<file path="config.mk">
export PLATFORM = sky130hd
export DESIGN_NAME = arc_odometry_pose_integrator
export DESIGN_NICKNAME = d
export VERILOG_FILES = /design/src/design/aopi_pkg.sv /design/src/design/arc_odometry_pose_integrator.sv /design/src/design/aopi_mul.sv /design/src/design/aopi_div.sv /design/src/design/aopi_cordic.sv
export SDC_FILE = /design/constraint.sdc
export NUM_CORES = 2
export LEC_CHECK = 0
export BUFFER_PORTS_ARGS = -buffer_cell sky130_fd_sc_hd__buf_2
export CORE_ASPECT_RATIO = 2
export CORE_MARGIN = 5
export CORE_UTILIZATION = 45
export DETAILED_ROUTE_END_ITERATION = 10
export GPL_TIMING_DRIVEN = 0
export PLACE_DENSITY = 0.67
export SLEW_MARGIN = 40
export SYNTH_ARGS = -nofsm -noshare
export SYNTH_HDL_FRONTEND = slang
export SYNTH_SLANG_ARGS = --single-unit
</file>
<file path="constraint.sdc">
create_clock -name clk_i -period 19.5 [get_ports clk_i]
set_input_delay 0.975 -clock clk_i [delete_from_list [all_inputs] [get_ports clk_i]]
set_output_delay 0.975 -clock clk_i [all_outputs]
set_load 0.05 [all_outputs]
</file>
<file path="src/design/aopi_pkg.sv">
`timescale 1ns / 1ps
// ----------------------------------------------------------------------------
// aopi_pkg - shared constants for the arc odometry pose integrator
// fixed-point constants, serial unit sizes and the cordic arctangent table
// ----------------------------------------------------------------------------
package aopi_pkg;

  // heading units: 1/256 degree
  localparam int FULL_TURN      = 92160;
  localparam int HALF_TURN      = 46080;
  localparam int STRAIGHT_LIMIT = 64;

  // heading to binary angle: h * 2^32 / 92160 = (h << 21) / 45
  localparam int BAM_SHIFT = 21;
  localparam int BAM_DIV   = 45;

  localparam int RAD_TO_HU_Q8    = 3754936;
  localparam int CORDIC_GAIN_Q30 = 652032874;
  localparam int IPD_RESET       = 134209;

  // serial multiplier: 64-bit multiplicand, 34-bit signed multiplier
  localparam int MUL_BITS  = 34;
  localparam int MUL_CNT_W = 6;

  // serial divider: 64-bit dividend, 16-bit divisor
  localparam int DIV_BITS  = 64;
  localparam int DIV_CNT_W = 7;
  localparam int DEN_W     = 16;

  // cordic rotations, at most 24
  localparam int CORDIC_STEPS = 16;
  localparam int CORDIC_CNT_W = 5;
  localparam int CW           = 34;

  function automatic logic signed [CW-1:0] atan_bam(input logic [CORDIC_CNT_W-1:0] i);
    logic signed [CW-1:0] r;
    case (i)
      5'd0:  r = 34'sd536870912;
      5'd1:  r = 34'sd316933406;
      5'd2:  r = 34'sd167458907;
      5'd3:  r = 34'sd85004756;
      5'd4:  r = 34'sd42667331;
      5'd5:  r = 34'sd21354465;
      5'd6:  r = 34'sd10679838;
      5'd7:  r = 34'sd5340245;
      5'd8:  r = 34'sd2670163;
      5'd9:  r = 34'sd1335087;
      5'd10: r = 34'sd667544;
      5'd11: r = 34'sd333772;
      5'd12: r = 34'sd166886;
      5'd13: r = 34'sd83443;
      5'd14: r = 34'sd41722;
      5'd15: r = 34'sd20861;
      5'd16: r = 34'sd10430;
      5'd17: r = 34'sd5215;
      5'd18: r = 34'sd2608;
      5'd19: r = 34'sd1304;
      5'd20: r = 34'sd652;
      5'd21: r = 34'sd326;
      5'd22: r = 34'sd163;
      5'd23: r = 34'sd81;
      default: r = '0;
    endcase
    return r;
  endfunction

endpackage

</file>
<file path="src/design/arc_odometry_pose_integrator.sv">
`timescale 1ns / 1ps
// ----------------------------------------------------------------------------
// arc_odometry_pose_integrator - differential drive arc odometry
// integrates encoder and gyro updates into a saturating Q16.16 pose
// ----------------------------------------------------------------------------
// usage
//   input channel (in_valid_i / in_stall_o) carries one request per
//   transaction: update pose, reset odometry or reset relative distances
//   output channel (out_valid_o / out_stall_i) returns one transaction per
//   request with the pose and relative wheel distances after that request
//   cfg channel (cfg_valid_i / cfg_ready_o) writes inches_per_degree; write
//   it only while the block is idle
//   one request is worked on at a time; in_stall_o stays high until its
//   result sits in the output register
//   reset requests finish quickest, a straight update is shorter than an
//   arc update; the time is set by the bit-serial multiplier, restoring
//   divider and 16-step cordic, which the sequencer uses one after
//   another
//   a stalled receiver holds the result; the next request is still taken
//   and its result waits for the output register to drain
//   reset clears the pose, the last readings and the relative distances,
//   and loads the default inches_per_degree
// ----------------------------------------------------------------------------
module arc_odometry_pose_integrator (
  input  logic               clk_i,
  input  logic               rst_ni,
  input  logic               in_valid_i,
  output logic               in_stall_o,
  input  logic [1:0]         req_type_i,
  input  logic signed [31:0] left_angle_i,
  input  logic signed [31:0] right_angle_i,
  input  logic [16:0]        heading_i,
  output logic               out_valid_o,
  input  logic               out_stall_i,
  output logic signed [31:0] pos_x_o,
  output logic signed [31:0] pos_y_o,
  output logic signed [31:0] rel_left_o,
  output logic signed [31:0] rel_right_o,
  input  logic               cfg_valid_i,
  output logic               cfg_ready_o,
  input  logic [23:0]        cfg_data_i
);

  // request kinds
  localparam logic [1:0] REQ_UPDATE    = 2'd0;
  localparam logic [1:0] REQ_RESET_ODO = 2'd1;
  localparam logic [1:0] REQ_RESET_REL = 2'd2;

  // sequencer states
  localparam logic [4:0] ST_IDLE = 5'd0;
  localparam logic [4:0] ST_ML   = 5'd1;   // left travel
  localparam logic [4:0] ST_MR   = 5'd2;   // right travel
  localparam logic [4:0] ST_PREP = 5'd3;   // starts the heading-to-angle division of the last heading
  localparam logic [4:0] ST_BAM0 = 5'd4;
  localparam logic [4:0] ST_COR0 = 5'd5;
  localparam logic [4:0] ST_BAM1 = 5'd6;
  localparam logic [4:0] ST_COR1 = 5'd7;
  localparam logic [4:0] ST_MC   = 5'd8;
  localparam logic [4:0] ST_DC   = 5'd9;
  localparam logic [4:0] ST_KC   = 5'd10;
  localparam logic [4:0] ST_MS   = 5'd11;
  localparam logic [4:0] ST_DS   = 5'd12;
  localparam logic [4:0] ST_KS   = 5'd13;
  localparam logic [4:0] ST_SX   = 5'd14;
  localparam logic [4:0] ST_SY   = 5'd15;
  localparam logic [4:0] ST_ACC  = 5'd16;
  localparam logic [4:0] ST_FIN  = 5'd17;

  localparam int CW = aopi_pkg::CW;

  function automatic logic signed [31:0] sat32(input logic signed [63:0] v);
    logic signed [31:0] r;
    if (v > 64'sd2147483647) r = 32'sh7fff_ffff;
    else if (v < -64'sd2147483648) r = 32'sh8000_0000;
    else r = v[31:0];
    return r;
  endfunction

  // product rounded half up to Q16.16
  function automatic logic signed [31:0] to_inch(input logic [63:0] p);
    logic signed [63:0] s;
    s = $signed(p) + 64'sd128;
    return sat32(s >>> 8);
  endfunction

  logic [4:0]  state_q;
  logic        go_q;
  logic [1:0]  req_q;

  // persistent state
  logic signed [31:0] x_acc_q, y_acc_q, last_l_q, last_r_q, zl_q, zr_q;
  logic [16:0]        last_h_q;
  logic [23:0]        ipd_q;

  // per-request working registers
  logic signed [31:0]   la_q, ra_q, al_q;
  logic [16:0]          h_q;
  logic signed [32:0]   dist_q;
  logic signed [17:0]   dh_q;
  logic signed [CW-1:0] c0_q, s0_q, c1_q, s1_q;
  logic [63:0]          t_q;
  logic                 qneg_q;
  logic signed [36:0]   ax_q, ay_q;

  // output register
  logic               out_valid_q;
  logic signed [31:0] pos_x_q, pos_y_q, rel_l_q, rel_r_q;

  // shared units
  logic                                mul_start, mul_done;
  logic [63:0]                         mul_a, mul_p;
  logic [aopi_pkg::MUL_BITS-1:0]       mul_b;
  logic                                div_start, div_done;
  logic [aopi_pkg::DIV_BITS-1:0]       div_num, div_quot;
  logic [aopi_pkg::DEN_W-1:0]          div_den;
  logic                                cor_start, cor_done;
  logic signed [CW-1:0]                cor_cos, cor_sin;

  logic                 in_acc;
  logic [16:0]          h_in;
  logic signed [31:0]   ar_new;
  logic signed [32:0]   dl, dr;
  logic signed [33:0]   dsum;
  logic signed [17:0]   dh_raw, dh_wrap;
  logic [aopi_pkg::DEN_W-1:0] dh_abs;
  logic                 straight;
  logic signed [CW:0]   dcos, dsin;
  logic [63:0]          t_abs;
  logic [63:0]          qs;

  assign in_acc     = in_valid_i && !in_stall_o;
  assign in_stall_o = (state_q != ST_IDLE);
  assign cfg_ready_o = 1'b1;

  // heading reduced into one turn
  assign h_in = (heading_i >= 17'(aopi_pkg::FULL_TURN)) ?
                heading_i - 17'(aopi_pkg::FULL_TURN) : heading_i;

  // right travel straight off the multiplier
  assign ar_new = to_inch(mul_p);

  assign dl   = {al_q[31], al_q} - {last_l_q[31], last_l_q};
  assign dr   = {ar_new[31], ar_new} - {last_r_q[31], last_r_q};

  // heading change wrapped to plus or minus half a turn
  always_comb begin
    dh_raw  = $signed({1'b0, h_q}) - $signed({1'b0, last_h_q});
    dh_wrap = dh_raw;
    if (dh_raw > 18'(aopi_pkg::HALF_TURN)) begin
      dh_wrap = dh_raw - 18'(aopi_pkg::FULL_TURN);
    end else if (dh_raw < -18'sd46080) begin
      dh_wrap = dh_raw + 18'(aopi_pkg::FULL_TURN);
    end
  end

  assign dh_abs   = dh_q[17] ? 16'(-dh_q) : dh_q[15:0];
  assign straight = (dh_abs < 16'(aopi_pkg::STRAIGHT_LIMIT));
  assign dcos     = {c1_q[CW-1], c1_q} - {c0_q[CW-1], c0_q};
  assign dsin     = {s1_q[CW-1], s1_q} - {s0_q[CW-1], s0_q};
  assign t_abs    = t_q[63] ? -t_q : t_q;
  assign qs       = {{8{t_q[63]}}, t_q[63:8]};

  // unit starts
  assign mul_start = go_q && (state_q inside {ST_ML, ST_MR, ST_MC, ST_KC, ST_MS, ST_KS,
                                              ST_SX, ST_SY});
  assign div_start = go_q && (state_q inside {ST_BAM0, ST_BAM1, ST_DC, ST_DS});
  assign cor_start = go_q && (state_q inside {ST_COR0, ST_COR1});

  // operand selection
  always_comb begin
    mul_a   = '0;
    mul_b   = {dist_q[32], dist_q};
    div_num = t_abs;
    div_den = dh_abs;
    case (state_q)
      ST_ML: begin
        mul_a = {{32{la_q[31]}}, la_q};
        mul_b = {10'b0, ipd_q};
      end
      ST_MR: begin
        mul_a = {{32{ra_q[31]}}, ra_q};
        mul_b = {10'b0, ipd_q};
      end
      ST_MC: mul_a = {{31{dcos[CW]}}, dcos[CW:2]};
      ST_MS: mul_a = {{31{dsin[CW]}}, dsin[CW:2]};
      ST_KC, ST_KS: begin
        mul_a = qs;
        mul_b = aopi_pkg::MUL_BITS'(aopi_pkg::RAD_TO_HU_Q8);
      end
      ST_SX: mul_a = {{32{s0_q[CW-1]}}, s0_q[CW-1:2]};
      ST_SY: mul_a = {{32{c0_q[CW-1]}}, c0_q[CW-1:2]};
      ST_BAM0: begin
        div_num = 64'(last_h_q) << aopi_pkg::BAM_SHIFT;
        div_den = 16'(aopi_pkg::BAM_DIV);
      end
      ST_BAM1: begin
        div_num = 64'(h_q) << aopi_pkg::BAM_SHIFT;
        div_den = 16'(aopi_pkg::BAM_DIV);
      end
      default: begin
        mul_a = '0;
      end
    endcase
  end

  aopi_mul u_mul (
    .clk_i   (clk_i),
    .rst_ni  (rst_ni),
    .start_i (mul_start),
    .a_i     (mul_a),
    .b_i     (mul_b),
    .done_o  (mul_done),
    .p_o     (mul_p)
  );

  aopi_div u_div (
    .clk_i   (clk_i),
    .rst_ni  (rst_ni),
    .start_i (div_start),
    .num_i   (div_num),
    .den_i   (div_den),
    .done_o  (div_done),
    .quot_o  (div_quot)
  );

  aopi_cordic u_cordic (
    .clk_i   (clk_i),
    .rst_ni  (rst_ni),
    .start_i (cor_start),
    .bam_i   (t_q[31:0]),
    .done_o  (cor_done),
    .cos_o   (cor_cos),
    .sin_o   (cor_sin)
  );

  assign dsum = {dl[32], dl} + {dr[32], dr};

  // configuration register
  always_ff @(posedge clk_i or negedge rst_ni) begin
    if (!rst_ni) begin
      ipd_q <= 24'(aopi_pkg::IPD_RESET);
    end else if (cfg_valid_i && cfg_ready_o) begin
      ipd_q <= cfg_data_i;
    end
  end

  // sequencer and persistent state
  always_ff @(posedge clk_i or negedge rst_ni) begin
    if (!rst_ni) begin
      state_q     <= ST_IDLE;
      go_q        <= 1'b0;
      req_q       <= REQ_UPDATE;
      x_acc_q     <= '0;
      y_acc_q     <= '0;
      last_l_q    <= '0;
      last_r_q    <= '0;
      last_h_q    <= '0;
      zl_q        <= '0;
      zr_q        <= '0;
      out_valid_q <= 1'b0;
    end else begin
      go_q <= 1'b0;
      if (out_valid_q && !out_stall_i) out_valid_q <= 1'b0;
      case (state_q)
        ST_IDLE: begin
          if (in_acc) begin
            req_q <= req_type_i;
            case (req_type_i)
              REQ_UPDATE: begin
                state_q <= ST_ML;
                go_q    <= 1'b1;
              end
              REQ_RESET_ODO: begin
                x_acc_q  <= '0;
                y_acc_q  <= '0;
                last_l_q <= '0;
                last_r_q <= '0;
                last_h_q <= '0;
                zl_q     <= '0;
                zr_q     <= '0;
                state_q  <= ST_FIN;
              end
              REQ_RESET_REL: begin
                zl_q    <= '0;
                zr_q    <= '0;
                state_q <= ST_FIN;
              end
              default: state_q <= ST_FIN;
            endcase
          end
        end
        ST_ML: begin
          if (mul_done) begin
            state_q <= ST_MR;
            go_q    <= 1'b1;
          end
        end
        ST_MR: begin
          // right travel lands straight into the delta math
          if (mul_done) begin
            zl_q     <= sat32({{32{zl_q[31]}}, zl_q} + {{31{dl[32]}}, dl});
            zr_q     <= sat32({{32{zr_q[31]}}, zr_q} + {{31{dr[32]}}, dr});
            last_l_q <= al_q;
            last_r_q <= ar_new;
            state_q  <= ST_PREP;
          end
        end
        ST_PREP: begin
          state_q <= ST_BAM0;
          go_q    <= 1'b1;
        end
        ST_BAM0: begin
          if (div_done) begin
            state_q <= ST_COR0;
            go_q    <= 1'b1;
          end
        end
        ST_COR0: begin
          if (cor_done) begin
            // a turn under a quarter degree counts as straight travel
            state_q <= straight ? ST_SX : ST_BAM1;
            go_q    <= 1'b1;
          end
        end
        ST_BAM1: begin
          if (div_done) begin
            state_q <= ST_COR1;
            go_q    <= 1'b1;
          end
        end
        ST_COR1: begin
          if (cor_done) begin
            state_q <= ST_MC;
            go_q    <= 1'b1;
          end
        end
        ST_MC: begin
          if (mul_done) begin
            state_q <= ST_DC;
            go_q    <= 1'b1;
          end
        end
        ST_DC: begin
          if (div_done) begin
            state_q <= ST_KC;
            go_q    <= 1'b1;
          end
        end
        ST_KC: begin
          if (mul_done) begin
            state_q <= ST_MS;
            go_q    <= 1'b1;
          end
        end
        ST_MS: begin
          if (mul_done) begin
            state_q <= ST_DS;
            go_q    <= 1'b1;
          end
        end
        ST_DS: begin
          if (div_done) begin
            state_q <= ST_KS;
            go_q    <= 1'b1;
          end
        end
        ST_KS: begin
          if (mul_done) state_q <= ST_ACC;
        end
        ST_SX: begin
          if (mul_done) begin
            state_q <= ST_SY;
            go_q    <= 1'b1;
          end
        end
        ST_SY: begin
          if (mul_done) state_q <= ST_ACC;
        end
        ST_ACC: begin
          x_acc_q  <= sat32({{32{x_acc_q[31]}}, x_acc_q} + {{27{ax_q[36]}}, ax_q});
          y_acc_q  <= sat32({{32{y_acc_q[31]}}, y_acc_q} + {{27{ay_q[36]}}, ay_q});
          last_h_q <= h_q;
          state_q  <= ST_FIN;
        end
        ST_FIN: begin
          // wait for the output register to drain
          if (!out_valid_q || !out_stall_i) begin
            out_valid_q <= 1'b1;
            state_q     <= ST_IDLE;
          end
        end
        default: state_q <= ST_IDLE;
      endcase
    end
  end

  // working registers, no reset needed
  always_ff @(posedge clk_i) begin
    if (in_acc) begin
      la_q <= left_angle_i;
      ra_q <= right_angle_i;
      h_q  <= h_in;
    end
    case (state_q)
      ST_ML: if (mul_done) al_q <= to_inch(mul_p);
      ST_MR: if (mul_done) begin
        dist_q <= dsum[33:1];
        dh_q   <= dh_wrap;
      end
      ST_BAM0, ST_BAM1: if (div_done) t_q <= div_quot;
      ST_COR0: if (cor_done) begin
        c0_q <= cor_cos;
        s0_q <= cor_sin;
      end
      ST_COR1: if (cor_done) begin
        c1_q <= cor_cos;
        s1_q <= cor_sin;
      end
      ST_MC, ST_MS: if (mul_done) begin
        t_q    <= mul_p;
        qneg_q <= mul_p[63] ^ dh_q[17];
      end
      ST_DC, ST_DS: if (div_done) t_q <= qneg_q ? -div_quot : div_quot;
      ST_KC: if (mul_done) ax_q <= -{mul_p[63], mul_p[63:28]};
      ST_KS: if (mul_done) ay_q <= {mul_p[63], mul_p[63:28]};
      ST_SX: if (mul_done) ax_q <= {mul_p[63], mul_p[63:28]};
      ST_SY: if (mul_done) ay_q <= {mul_p[63], mul_p[63:28]};
      ST_FIN: if (!out_valid_q || !out_stall_i) begin
        pos_x_q <= x_acc_q;
        pos_y_q <= y_acc_q;
        rel_l_q <= zl_q;
        rel_r_q <= zr_q;
      end
      default: begin
      end
    endcase
  end

  assign out_valid_o = out_valid_q;
  assign pos_x_o     = pos_x_q;
  assign pos_y_o     = pos_y_q;
  assign rel_left_o  = rel_l_q;
  assign rel_right_o = rel_r_q;

endmodule

</file>
<file path="src/design/aopi_mul.sv">
`timescale 1ns / 1ps
// ----------------------------------------------------------------------------
// aopi_mul - bit-serial shift-add multiplier
// one multiplier bit per cycle, product kept modulo 2^64
// ----------------------------------------------------------------------------
module aopi_mul (
  input  logic                              clk_i,
  input  logic                              rst_ni,
  input  logic                              start_i,
  input  logic [63:0]                       a_i,
  input  logic [aopi_pkg::MUL_BITS-1:0]     b_i,
  output logic                              done_o,
  output logic [63:0]                       p_o
);

  logic                           busy_q, done_q;
  logic [aopi_pkg::MUL_CNT_W-1:0] cnt_q;
  logic [63:0]                    acc_q, a_q;
  logic [aopi_pkg::MUL_BITS-1:0]  b_q;
  logic                           last;

  assign last = (cnt_q == aopi_pkg::MUL_CNT_W'(aopi_pkg::MUL_BITS - 1));

  always_ff @(posedge clk_i or negedge rst_ni) begin
    if (!rst_ni) begin
      busy_q <= 1'b0;
      done_q <= 1'b0;
      cnt_q  <= '0;
    end else begin
      done_q <= 1'b0;
      if (start_i) begin
        busy_q <= 1'b1;
        cnt_q  <= '0;
      end else if (busy_q) begin
        cnt_q <= cnt_q + 1'b1;
        if (last) begin
          busy_q <= 1'b0;
          done_q <= 1'b1;
        end
      end
    end
  end

  always_ff @(posedge clk_i) begin
    if (start_i) begin
      acc_q <= '0;
      a_q   <= a_i;
      b_q   <= b_i;
    end else if (busy_q) begin
      // sign bit of the multiplier carries negative weight
      if (b_q[0]) acc_q <= last ? acc_q - a_q : acc_q + a_q;
      a_q <= {a_q[62:0], 1'b0};
      b_q <= {1'b0, b_q[aopi_pkg::MUL_BITS-1:1]};
    end
  end

  assign done_o = done_q;
  assign p_o    = acc_q;

endmodule

</file>
<file path="src/design/aopi_div.sv">
`timescale 1ns / 1ps
// ----------------------------------------------------------------------------
// aopi_div - radix-2 restoring divider
// unsigned 64-bit dividend by 16-bit divisor, one quotient bit per cycle
// ----------------------------------------------------------------------------
module aopi_div (
  input  logic                           clk_i,
  input  logic                           rst_ni,
  input  logic                           start_i,
  input  logic [aopi_pkg::DIV_BITS-1:0]  num_i,
  input  logic [aopi_pkg::DEN_W-1:0]     den_i,
  output logic                           done_o,
  output logic [aopi_pkg::DIV_BITS-1:0]  quot_o
);

  logic                           busy_q, done_q;
  logic [aopi_pkg::DIV_CNT_W-1:0] cnt_q;
  logic [aopi_pkg::DIV_BITS-1:0]  num_q;
  logic [aopi_pkg::DEN_W-1:0]     den_q, rem_q;
  logic [aopi_pkg::DEN_W:0]       trial, diff;
  logic                           ge;

  assign trial = {rem_q, num_q[aopi_pkg::DIV_BITS-1]};
  assign ge    = (trial >= {1'b0, den_q});
  assign diff  = trial - {1'b0, den_q};

  always_ff @(posedge clk_i or negedge rst_ni) begin
    if (!rst_ni) begin
      busy_q <= 1'b0;
      done_q <= 1'b0;
      cnt_q  <= '0;
    end else begin
      done_q <= 1'b0;
      if (start_i) begin
        busy_q <= 1'b1;
        cnt_q  <= '0;
      end else if (busy_q) begin
        cnt_q <= cnt_q + 1'b1;
        if (cnt_q == aopi_pkg::DIV_CNT_W'(aopi_pkg::DIV_BITS - 1)) begin
          busy_q <= 1'b0;
          done_q <= 1'b1;
        end
      end
    end
  end

  always_ff @(posedge clk_i) begin
    if (start_i) begin
      num_q <= num_i;
      den_q <= den_i;
      rem_q <= '0;
    end else if (busy_q) begin
      rem_q <= ge ? diff[aopi_pkg::DEN_W-1:0] : trial[aopi_pkg::DEN_W-1:0];
      num_q <= {num_q[aopi_pkg::DIV_BITS-2:0], ge};
    end
  end

  assign done_o = done_q;
  assign quot_o = num_q;

endmodule

</file>
<file path="src/design/aopi_cordic.sv">
`timescale 1ns / 1ps
// ----------------------------------------------------------------------------
// aopi_cordic - iterative rotation-mode cordic
// cosine and sine in Q4.30 of a 32-bit binary angle, one rotation per cycle
// ----------------------------------------------------------------------------
module aopi_cordic (
  input  logic                             clk_i,
  input  logic                             rst_ni,
  input  logic                             start_i,
  input  logic [31:0]                      bam_i,
  output logic                             done_o,
  output logic signed [aopi_pkg::CW-1:0]   cos_o,
  output logic signed [aopi_pkg::CW-1:0]   sin_o
);

  logic                              busy_q, done_q, neg_q;
  logic [aopi_pkg::CORDIC_CNT_W-1:0] cnt_q;
  logic signed [aopi_pkg::CW-1:0]    x_q, y_q, z_q, xs, ys, z0, at;

  assign xs = x_q >>> cnt_q;
  assign ys = y_q >>> cnt_q;
  assign at = aopi_pkg::atan_bam(cnt_q);

  // fold the angle into the right half plane
  always_comb begin
    z0 = $signed({2'b00, bam_i});
    if (bam_i[31:30] == 2'b11) begin
      z0 = $signed({2'b00, bam_i}) - 34'sh1_0000_0000;
    end else if (bam_i[31:30] != 2'b00) begin
      z0 = $signed({2'b00, bam_i}) - 34'sh0_8000_0000;
    end
  end

  always_ff @(posedge clk_i or negedge rst_ni) begin
    if (!rst_ni) begin
      busy_q <= 1'b0;
      done_q <= 1'b0;
      cnt_q  <= '0;
    end else begin
      done_q <= 1'b0;
      if (start_i) begin
        busy_q <= 1'b1;
        cnt_q  <= '0;
      end else if (busy_q) begin
        cnt_q <= cnt_q + 1'b1;
        if (cnt_q == aopi_pkg::CORDIC_CNT_W'(aopi_pkg::CORDIC_STEPS - 1)) begin
          busy_q <= 1'b0;
          done_q <= 1'b1;
        end
      end
    end
  end

  always_ff @(posedge clk_i) begin
    if (start_i) begin
      x_q   <= aopi_pkg::CW'(aopi_pkg::CORDIC_GAIN_Q30);
      y_q   <= '0;
      z_q   <= z0;
      neg_q <= (bam_i[31:30] == 2'b01) || (bam_i[31:30] == 2'b10);
    end else if (busy_q) begin
      if (!z_q[aopi_pkg::CW-1]) begin
        x_q <= x_q - ys;
        y_q <= y_q + xs;
        z_q <= z_q - at;
      end else begin
        x_q <= x_q + ys;
        y_q <= y_q - xs;
        z_q <= z_q + at;
      end
    end
  end

  assign done_o = done_q;
  assign cos_o  = neg_q ? -x_q : x_q;
  assign sin_o  = neg_q ? -y_q : y_q;

endmodule
</file>
==> results.py <==
metrics = {
    "worst_hold_path": {
        "hold_path_class": "in -> async",
    },
    "synth": {
        "synth-seq-cells": 1190,
        "syn_nets": 9641,
        "synthXorXnorAreaFrac": 0.0835,
        "synth_compound_area_frac": 0.209,
        "synth_edf_count": 778,
        "yosysWarnings": 0,
        "yosys.area.top_type_share": 0.279,
        "ys_seq_area_frac": 0.393,
        "synth_ff_type": "edfxtp_1",
        "syn_area_sq_mm": 0.0837,
        "async_flop_share": 0.222,
        "syn_avg_cell_area_sq_um": 9.31,
        "synth-adder-area-share": 0.0817,
        "ys_types": 100,
        "yosys.area_share.simple": 0.150,
        "synth_area_leaders": "edfxtp_1, ha_1, dfrtp_1, xnor2_1, a21oi_1",
        "synthCells": 8990,
        "synth_mux_area_frac": 0.0435,
        "synth_top_family_by_area": "compound AO/OA/AOI/OAI gates",
        "synth_top_area_cell": "edfxtp_1",
    },
    "final_layout": {
        "nets": 10000,
        "layout_common_cells": "nand2_1, edfxtp_1, nor2_1",
        "fillers": 17500,
        "regArea_sq_mm": 0.0329,
        "layout_commonest_cell": "nand2_1",
        "utilization": 0.501,
        "drive_gt1_frac": 0.0888,
        "multi_input_area_sq_mm": 0.0477,
        "syn_to_final_growth_pct": 10.9,
    },
    "clocking": {
        "ctsResizeCount": 0,
        "post_cts_buffers": 0,
        "clk_pin_slew_worst_paths_ps": 70,
        "clock_latency_ps": 780,
        "hold_buffers": 0,
        "cts_tree": "done",
        "cts_sinks": 1190,
        "cts_buffers": 112,
        "cts_root_buf": "clkbuf_16",
        "cts.path.max_buffers": 3,
        "ctsHtreeMaxLevel": 3,
    },
    "global_route": {
        "grt_pass1_wl_mm": 461,
        "grt_usage": 0.313,
        "grt_max_degree": 71,
        "antenna_found_initial": 15,
        "overflow": 0,
        "grt_pass1_vias": 69900,
    },
    "worst_setup_path": {
        "worstReg2RegStart": "u_mul.p_o[7]",
        "worstPathRequired_ps": 20100,
        "rr_endpoint": "zr_q[26]",
        "crit_top_cell": "a21o_1",
        "crit_type": "reg -> reg",
        "reg2regPathDepth": 40,
        "path_max_fanout": 10,
        "critical_path.startpoint_type": "flip-flop",
        "cp.arrival_ps": 13030,
        "worstSetupEndpointType": "flip-flop",
        "ff2ff_setup_slack_ps": 7070,
        "slowest_stage": "dfxtp_1",
        "critPathMaxStageDelay_ps": 730,
    },
    "floorplanning": {
        "die_area_sq_mm": 0.195,
        "fp.dieH_um": 620,
        "coreArea_sq_mm": 0.186,
        "start_util": 0.451,
        "fp-row-count": 224,
        "dieWidth_um": 315,
        "ioPinCount": 243,
    },
    "sta": {
        "fmax_ghz": 0.0804,
        "relSlewSlack": 0.345,
        "hold_slack_ps": 114,
        "timing.final.crit_period_ps": 12430,
        "rsz0062_at_grt": "no",
        "setup_ws_ps": 7070,
        "worstMarginPinSlew_ps": 982,
        "hold_violations": 0,
        "fin_worst_skew_ps": 43.5,
        "timing.final.crit_share": 0.638,
        "report.final.slew_viol_count": 0,
        "setup_viol": 0,
        "fin_setup_tns_ps": 0,
    },
    "drt": {
        "firstDrtPassIters": 10,
        "vias_per_cell": 6.26,
        "drc": 0,
        "drt_iter0_drc": 8942,
        "vias": 75100,
        "wire_per_inst_um": 26.6,
        "drt-total-wl_mm": 319,
        "ant_nets": 0,
    },
    "power": {
        "total_power_mw": 19.3,
        "leakage_nw": 37.1,
        "ir_drop_uv": 144,
        "p_per_area_mw_per_mm2": 208,
    },
    "place": {
        "io_buffers": 240,
        "dp_hpwl_mm": 249,
        "pre_cts_ws_ps": 7380,
        "gp_congestion": 1.07,
    },
    "job": {
        "drv_cap": 0,
    },
    "run_status": {
        "outcome": "complete, no violations",
    },
}
==> worst max-delay path: cells and delay by family (launching register included) <==
kind,cells,cell delay [ps]
and+or+nand+nor,10,2820
buffers and inverters,5,1980
xor gates and xnor gates,2,900
adders and majority gates,4,1240
DFF,1,730
AOI/OAI and AO/OA,19,4560
==> cell usage after synthesis, drive strengths merged (33+ instances only) <==
library cell,count
and2,59
o21bai,51
mux2,54
buf,91
xor2,308
a22o,57
a221oi,50
nor4,36
dfrtp,259
clkbuf,391
nor3,201
or4,47
o211ai,55
ha,526
o41ai,34
nand3,148
nand2,883
a22oi,50
dfxtp,148
inv,375
o31ai,105
a221o,54
o21ai,674
o21a,77
nand4,57
or2,36
or3,88
nand2b,96
a31oi,96
o22ai,33
edfxtp,778
xnor2,490
a21o,253
mux4,90
and3,86
nor2b,110
nor2,712
a211oi,85
mux2i,101
a21oi,706
a222oi,55
a211o,55
==> sequential cells by signal, indices dropped and copies added (netlist names), 33 cells and up <==
name	cells
ay_q	36
u_cordic.y_q	34
dist_q	33
u_cordic.z_q	34
c0_q	34
t_q	64
s0_q	34
s1_q	34
u_mul.b_q	34
u_cordic.x_q	34
u_mul.a_q	64
ax_q	37
u_mul.p_o	64
c1_q	34
u_div.quot_o	64
==> through the flow <==
step,instance area (sq um),instances
after global placement,88100,11700
after detailed placement,88900,11800
after floorplan,83700,8990
final,92900,12000
after global routing,92900,12000
after CTS,92800,12000
==> routing by layer <==
metal,routed length (um),vias up,global-route usage
li1,-,34100,-
met1,127000,36400,0.412
met2,142000,3821,0.492
met3,31300,759,0.0653
met4,18600,6,0.151
met5,38,-,0
==> report_power, final <==
part | leakage [nW] | total, mW | switching [mW] | internal [mW]
clock network | 1.86 | 2.37 | 1.09 | 1.28
logic | 23.4 | 12.6 | 7.76 | 4.80
registers | 11.8 | 4.41 | 0.751 | 3.66
==> cell type report <==
class / instances / area share
multi-input cells: 6942 / 0.513
inverters: 376 / 0.0152
clock inverters: 84 / 0.00990
clock buffers: 129 / 0.0317
well taps: 2486 / 0.0335
plain buffers: 482 / 0.0212
diodes: 12 / 0.000323
repair buffers: 288 / 0.0201
flip-flops and latches: 1190 / 0.355
==> worst max-delay path by stage <==
stage	start	end	slack, ps	cells after the start
2_1_floorplan	u_mul.p_o[7]	zr_q[21]	10860	40
3_3_place_gp	u_mul.p_o[7]	zr_q[24]	7110	40
3_5_place_dp	u_mul.p_o[7]	zr_q[29]	7380	40
4_1_cts	u_mul.p_o[7]	zr_q[26]	7260	40
5_1_grt	u_mul.p_o[7]	zr_q[26]	6440	40
6_report	u_mul.p_o[7]	zr_q[26]	7070	40
==> kinds of logic (layout without fill, tap and decap cells) <==
kind of cell	after synthesis	after routing
and+or+nand+nor	2658	2658
buffers and inverters	858	1359
AOI/OAI and AO/OA	2701	2701
other	1	13
xor gates and xnor gates	798	798
DFF	1190	1190
muxes	245	245
adders and majority gates	539	539
Power figures use the tool's default switching activity.
